## src/rtl/poi_pkg.sv

```systemverilog
package poi_pkg;

  localparam int CORDIC_ITERATIONS_DEF = 16;
  localparam int ATAN_DEPTH = 32;
  localparam int CW = 34;  // cordic word, q2.30 with headroom

  localparam logic signed [CW-1:0] CORDIC_GAIN_Q30 = 34'sd652032874;
  localparam logic signed [26:0] HEADING_SCALE = 27'sd42722830;
  localparam logic [23:0] TIMEOUT_RESET = 24'd32768;
  localparam logic [16:0] DT_MAX = 17'd65535;

  typedef enum logic [1:0] {
    OP_CMD     = 2'd0,
    OP_TICK    = 2'd1,
    OP_TIMEOUT = 2'd2,
    OP_NONE    = 2'd3
  } opcode_t;

  typedef enum logic [3:0] {
    ST_IDLE,
    ST_DECODE,
    ST_CORD_T,
    ST_MUL1,
    ST_MUL2,
    ST_MUL3,
    ST_MUL4,
    ST_MUL5,
    ST_Q_START,
    ST_CORD_Q,
    ST_FIN
  } state_t;

  typedef struct packed {
    logic latch;
    logic decode;
    logic cord_start;
    logic cord_half;
    logic mul1;
    logic mul2;
    logic mul3;
    logic mul4;
    logic mul5;
    logic fin;
  } dp_cmd_t;

  typedef struct packed {
    opcode_t op;
    logic    cord_done;
  } dp_status_t;

  function automatic logic signed [CW-1:0] atan_at(input logic [4:0] i);
    logic signed [CW-1:0] r;
    case (i)
      5'd0:  r = 34'sd536870912;
      5'd1:  r = 34'sd316933406;
      5'd2:  r = 34'sd167458907;
      5'd3:  r = 34'sd85004756;
      5'd4:  r = 34'sd42667331;
      5'd5:  r = 34'sd21354465;
      5'd6:  r = 34'sd10679838;
      5'd7:  r = 34'sd5340245;
      5'd8:  r = 34'sd2670163;
      5'd9:  r = 34'sd1335087;
      5'd10: r = 34'sd667544;
      5'd11: r = 34'sd333772;
      5'd12: r = 34'sd166886;
      5'd13: r = 34'sd83443;
      5'd14: r = 34'sd41722;
      5'd15: r = 34'sd20861;
      5'd16: r = 34'sd10430;
      5'd17: r = 34'sd5215;
      5'd18: r = 34'sd2608;
      5'd19: r = 34'sd1304;
      5'd20: r = 34'sd652;
      5'd21: r = 34'sd326;
      5'd22: r = 34'sd163;
      5'd23: r = 34'sd81;
      5'd24: r = 34'sd41;
      5'd25: r = 34'sd20;
      5'd26: r = 34'sd10;
      5'd27: r = 34'sd5;
      5'd28: r = 34'sd3;
      5'd29: r = 34'sd1;
      5'd30: r = 34'sd1;
      default: r = 34'sd0;
    endcase
    return r;
  endfunction

endpackage

```

## src/rtl/poi_ctrl.sv

```systemverilog
module poi_ctrl (
  input  logic                clk,
  input  logic                rst,
  input  logic                in_valid,
  output logic                in_ready,
  output logic                out_valid,
  input  logic                out_ready,
  output poi_pkg::dp_cmd_t    cmd,
  input  poi_pkg::dp_status_t status
);

  poi_pkg::state_t state, state_next;
  logic            out_free;

  assign out_free = !out_valid || out_ready;
  assign in_ready = (state == poi_pkg::ST_IDLE);

  always_ff @(posedge clk) begin
    if (rst) state <= poi_pkg::ST_IDLE;
    else state <= state_next;
  end

  always_ff @(posedge clk) begin
    if (rst) out_valid <= 1'b0;
    else if (cmd.fin) out_valid <= 1'b1;
    else if (out_ready) out_valid <= 1'b0;
  end

  always_comb begin
    state_next = state;
    cmd = '0;
    case (state)
      poi_pkg::ST_IDLE: begin
        if (in_valid) begin
          cmd.latch = 1'b1;
          state_next = poi_pkg::ST_DECODE;
        end
      end
      poi_pkg::ST_DECODE: begin
        cmd.decode = 1'b1;
        if (status.op == poi_pkg::OP_TICK) begin
          cmd.cord_start = 1'b1;
          state_next = poi_pkg::ST_CORD_T;
        end else begin
          state_next = poi_pkg::ST_Q_START;
        end
      end
      poi_pkg::ST_CORD_T: if (status.cord_done) state_next = poi_pkg::ST_MUL1;
      poi_pkg::ST_MUL1: begin
        cmd.mul1 = 1'b1;
        state_next = poi_pkg::ST_MUL2;
      end
      poi_pkg::ST_MUL2: begin
        cmd.mul2 = 1'b1;
        state_next = poi_pkg::ST_MUL3;
      end
      poi_pkg::ST_MUL3: begin
        cmd.mul3 = 1'b1;
        state_next = poi_pkg::ST_MUL4;
      end
      poi_pkg::ST_MUL4: begin
        cmd.mul4 = 1'b1;
        state_next = poi_pkg::ST_MUL5;
      end
      poi_pkg::ST_MUL5: begin
        cmd.mul5 = 1'b1;
        state_next = poi_pkg::ST_Q_START;
      end
      poi_pkg::ST_Q_START: begin
        cmd.cord_start = 1'b1;
        cmd.cord_half = 1'b1;
        state_next = poi_pkg::ST_CORD_Q;
      end
      poi_pkg::ST_CORD_Q: if (status.cord_done) state_next = poi_pkg::ST_FIN;
      poi_pkg::ST_FIN: begin
        if (out_free) begin
          cmd.fin = 1'b1;
          state_next = poi_pkg::ST_IDLE;
        end
      end
      default: state_next = poi_pkg::ST_IDLE;
    endcase
  end

endmodule

```

## config.mk

```make
export PLATFORM = sky130hd
export DESIGN_NAME = poi_ctrl
export DESIGN_NICKNAME = d
export VERILOG_FILES = /design/src/rtl/poi_pkg.sv /design/src/rtl/poi_ctrl.sv
export SDC_FILE = /design/constraint.sdc
export NUM_CORES = 1
export LEC_CHECK = 0
export BUFFER_PORTS_ARGS = -buffer_cell sky130_fd_sc_hd__clkbuf_2
export CAP_MARGIN = 20
export CORE_AREA = 4 4 41 43
export DETAILED_ROUTE_END_ITERATION = 10
export DIE_AREA = 0 0 45 47
export GPL_TIMING_DRIVEN = 0
export PLACE_DENSITY = 0.72
export SYNTH_ARGS = -nofsm -noshare
export SYNTH_HDL_FRONTEND = slang
export SYNTH_SLANG_ARGS = --single-unit
```

## constraint.sdc

```tcl
create_clock -name clk -period 1.6 [get_ports clk]
set_input_delay 0.32 -clock clk [delete_from_list [all_inputs] [get_ports clk]]
set_output_delay 0.32 -clock clk [all_outputs]
set_load 0.02 [all_outputs]
```

# After elaboration in Yosys (flattened, before gate mapping)
# Index checks and enable logic that the tools add are counted.
[totals]
in_bits = 7
out_inout_bits = 12
elab_cells = 43
regBits = 5
[classes]
n_mux = 21
n_eq_ne = 15
n_reduce_logical = 5
[ops]
columns = ["cell", "n"]
rows = [
  ["$pmux 4 s11", 1],
  ["$mux 4", 5],
  ["$eq 4x3->1 const B", 4],
  ["$mux 1", 14],
  ["$eq 4x4->1 const B", 3],
  ["$eq 4x2->1 const B", 2],
  ["$ne 2x2->1 const B", 4],
  ["$eq 4x1->1 const B", 1],
  ["$logic_not 4->1", 1],
  ["$reduce_and 4->1", 1],
  ["$eq 2x1->1 const B", 1],
  ["$pmux 1 s2", 1],
  ["$reduce_bool 2->1", 1],
  ["$logic_not 1->1", 1],
  ["$logic_or 1x1->1", 1],
]

# Logic depth before layout (Yosys ltp)
[logic_depth]
depth_word = 5
ltp_mapped = 5
depth_no_buf = 4

# Worst setup path before layout
# No wires, ideal clock.
[synth_path]
path_type = "reg-to-output"
start = "reg state[1]"
end = "out cmd[7] (netlist name)"
required_time_ns = 1.280
arrival_ns = 1.505
slack_ns = -0.225
path_stages_with_launch = 5
cell_sequence = "dfxtp_1 buf_4 nand2b_1 nor3_1 a31o_1"
[synth_rtl]
columns = ["item", "line_no", "rtl"]
rows = [
  ["start: declaration", "poi_ctrl.sv:12", "poi_pkg::state_t state, state_next;"],
  ["start signal: assignment", "poi_ctrl.sv:19", "if (rst) state <= poi_pkg::ST_IDLE;"],
  ["start signal: assignment", "poi_ctrl.sv:20", "else state <= state_next;"],
  ["end: declaration", "poi_ctrl.sv:8", "output poi_pkg::dp_cmd_t cmd,"],
]

==> key figures <==
Outcome
  • Outcome: finished clean

Logic synthesis
  • Yosys warning count: 0
  • Mapped Nets: 61
  • Synthesized netlist cell count: 54
  • Count of cell types in the netlist: 25
  • Avg Inst Size Synth: 8.62 um2
  • Synthesis-stage register bit count: 5
  • Post-Syn Area: 465 um2
  • Part of the Yosys area used for sequential elements: 0.215

Setup path
  • Setup crit start kind: flip-flop
  • R2r setup slk: 0.25 ns
  • Worst setup path category: flip-flop to output port
  • Worst reg-to-reg path cell count: 5
  • Worst reg2reg startpoint: state[0]
  • Capture instance of the worst register-to-register path: state[1]
  • Ordered list of cells on the worst path: buf_6 > nor4b_4 > a31o_1 > clkbuf_8
  • Delay contributed by the slowest stage of the critical path: 0.32 ns
  • Combined buffer and inverter count along the critical path: 2
  • Crit end category: output port
  • Endpoint required time on the critical path: 1.28 ns
  • Top cell family by delay on the critical path: flip-flops
  • Data arrival time at the worst-slack endpoint: 1.27 ns
  • Crit path max-delay cell type: sky130_fd_sc_hd__dfxtp_2
  • Critical Path Fanout Max: 7

Routing
  • Via count: 506
  • DR pass1 iterations: 4
  • Post-detailed-route DRC marker count: 0
  • Per-cell via count in the routed design: 5.06
  • Wire length per cell: 12.5 um
  • Number of nets with antenna violations after routing: 0
  • Routed wire length: 1250 um
  • Initial drt markers: 4

Place
  • Placement-stage worst setup slack: 0.0861 ns
  • Post-detailed-placement half-perimeter wirelength: 795 um
  • Post-Place Cells: 87
  • Routability congestion estimate from global placement: 0.770
  • Buffers added on ports: 18

Layout
  • Antenna cells: 0
  • Total Nets Final: 93
  • Synth-to-Final Area Change: 55.9%
  • Commonest cells after routing, fill and taps aside: sky130_fd_sc_hd__clkbuf_2, sky130_fd_sc_hd__buf_4, sky130_fd_sc_hd__nor2_1
  • Layout cells sized above 1: 0.553
  • Leading cell type in the layout, fill and taps excluded: sky130_fd_sc_hd__clkbuf_2
  • Filler Cell Count: 121
  • Final instance count without filler cells: 100
  • Final Util: 0.558

Timing
  • Setup repair after global routing missed its margin: yes
  • Clk_skew: 0.00377 ns
  • Setup-failing EPs final: 0
  • Fmax: 630 MHz
  • Final setup slack of the worst path: 0.0121 ns
  • Setup_tns: 0 ns
  • Portion of the clock cycle consumed by the worst path in the final layout: 0.992
  • Number of hold violations in the final report: 0
  • Slew headroom: 0.786
  • Max-slew violation total from the final report: 0
  • Worst Tran Pin Value: 0.321 ns
  • Post-layout min period: 1.59 ns

Global route
  • Tot GR Track Use: 0.140
  • Via count of the first global-routing pass: 486
  • Overflow left after global routing: 0
  • Largest net degree at the start of global routing: 11
  • Initial antenna violation count: 0
  • Global-route wire length before repair: 2100 um

CTS
  • Clock-pin slew on the worst setup and hold paths: 0.05 ns
  • Hold buffers post-CTS: 0
  • Clock insertion delay at the later pin of the skew report: 0.24 ns
  • Buffer depth of the longest clock path: 2
  • CTS Sinks: 5
  • Cell at the root of the clock tree: sky130_fd_sc_hd__clkbuf_4
  • Total CTS buffers: 3
  • TritonCTS clock tree: yes
  • Max H-tree Level: 1

Hold path
  • Hold path startpoint: rst
  • Depth of the worst hold-timing path: 2
  • Min-Delay Path Class: input pin to flip-flop
  • End of the worst hold path: out_valid

Die
  • Core Box Area: 0.00130 mm2
  • Area of the die: 0.00212 mm2
  • Boundary pin count: 19
  • Die extent in x: 45 um
  • Row Count: 13
  • Vertical die dimension: 47 um
  • Initial core utilization: 0.358

Pwr
  • Total power draw: 1270 uW
  • Maximum ir drop on the vdd rail: 0.000874 V
  • Power Density: 1760 mW/mm2
  • Static leakage power: 0.000336 uW

Job
  • Max-cap violations: 0
state kept, by name, summed over array words and instances (netlist names):
| name | flops |
|---|---|
| out_valid | 1 |
| state | 4 |
worst reg2reg max path, stage by stage (launching register included):
cell and delay, ns:
sky130_fd_sc_hd__dfxtp_2 0.34, sky130_fd_sc_hd__buf_6 0.15, sky130_fd_sc_hd__nor4_4 0.06, sky130_fd_sc_hd__buf_4 0.14, sky130_fd_sc_hd__a221oi_4 0.37, sky130_fd_sc_hd__mux2i_1 0.22
where the power goes:
| group | internal [uW] | switching (uW) |
|---|---|---|
| logic | 476 | 434 |
| registers | 171 | 46.8 |
| clock network | 90.6 | 56.3 |
| total | 738 | 537 |
timing repair:
action / in CTS / in global routing
setup endpoints to repair: 9 / 6
setup buffers: 9 / 0
pin swaps: 3 / 2
gates resized for setup: 11 / 6
stage by stage:
stage	cell area, um2	hold WS, ns
floorplan	485	0.389
global placement	594	0.505
detailed placement	594	0.511
CTS	721	0.313
global route	726	0.342
finish	726	0.325
final cells by class:
type	count	area (um2)	share of cell area
buffer	4	45.0	0.0621
clock buffer	3	22.5	0.0310
clock inverter	1	5.00	0.00690
inverter	2	7.51	0.0103
multi-input combinational	43	348	0.479
sequential	5	108	0.148
tap	15	18.8	0.0259
timing repair buffer	27	171	0.236
per-layer routing:
metal  wire length [um]  vias to the layer above  global-route usage
li1                   -                      253                   -
met1                482                      239               0.144
met2                711                       14               0.263
met3                 57                        0              0.0460
met4                  0                        0              0.0526
met5                  0                        -                   0
how the worst max path moves through the flow:
stage	startpoint	endpoint	slack, ns	cells after the start
final	state[1]	cmd[7]	0.01	4
after global routing	state[1]	cmd[7]	-0.08	5
after CTS	state[3]	cmd[4]	0.005	4
after detailed placement	state[3]	cmd[7]	0.09	4
after global placement	state[3]	cmd[7]	0.09	4
after floorplan	state[3]	cmd[7]	0.03	3
cells in the mapped netlist, drive strengths merged:
cell type / n / area [um2]
nand2b: 8 / 50.1
nor2: 8 / 30.0
dfxtp: 5 / 100
buf: 4 / 37.5
nor3: 4 / 20.0
mux2i: 3 / 30.0
a31o: 2 / 17.5
and2: 2 / 12.5
inv: 2 / 7.51
nand2: 2 / 7.51
o21ai: 2 / 10.0
a211oi: 1 / 12.5
a21oi: 1 / 5.00
a221oi: 1 / 26.3
nand4bb: 1 / 11.3
nor2b: 1 / 6.26
nor4: 1 / 21.3
nor4b: 1 / 15.0
nor4bb: 1 / 10.0
o21a: 1 / 7.51
o22ai: 1 / 12.5
or3: 1 / 6.26
xor2: 1 / 8.76
logic make-up (layout without fill, tap and decap cells):
kind of cell,Yosys count,after routing,share of synthesized area
and+or+nand+nor,30,30,0.409
xor gates and xnor gates,1,1,0.0188
muxes,3,3,0.0645
AOI/OAI and AO/OA,9,9,0.196
DFF,5,5,0.215
buffers and inverters,6,37,0.0968
Power figures use the tool's default switching activity.
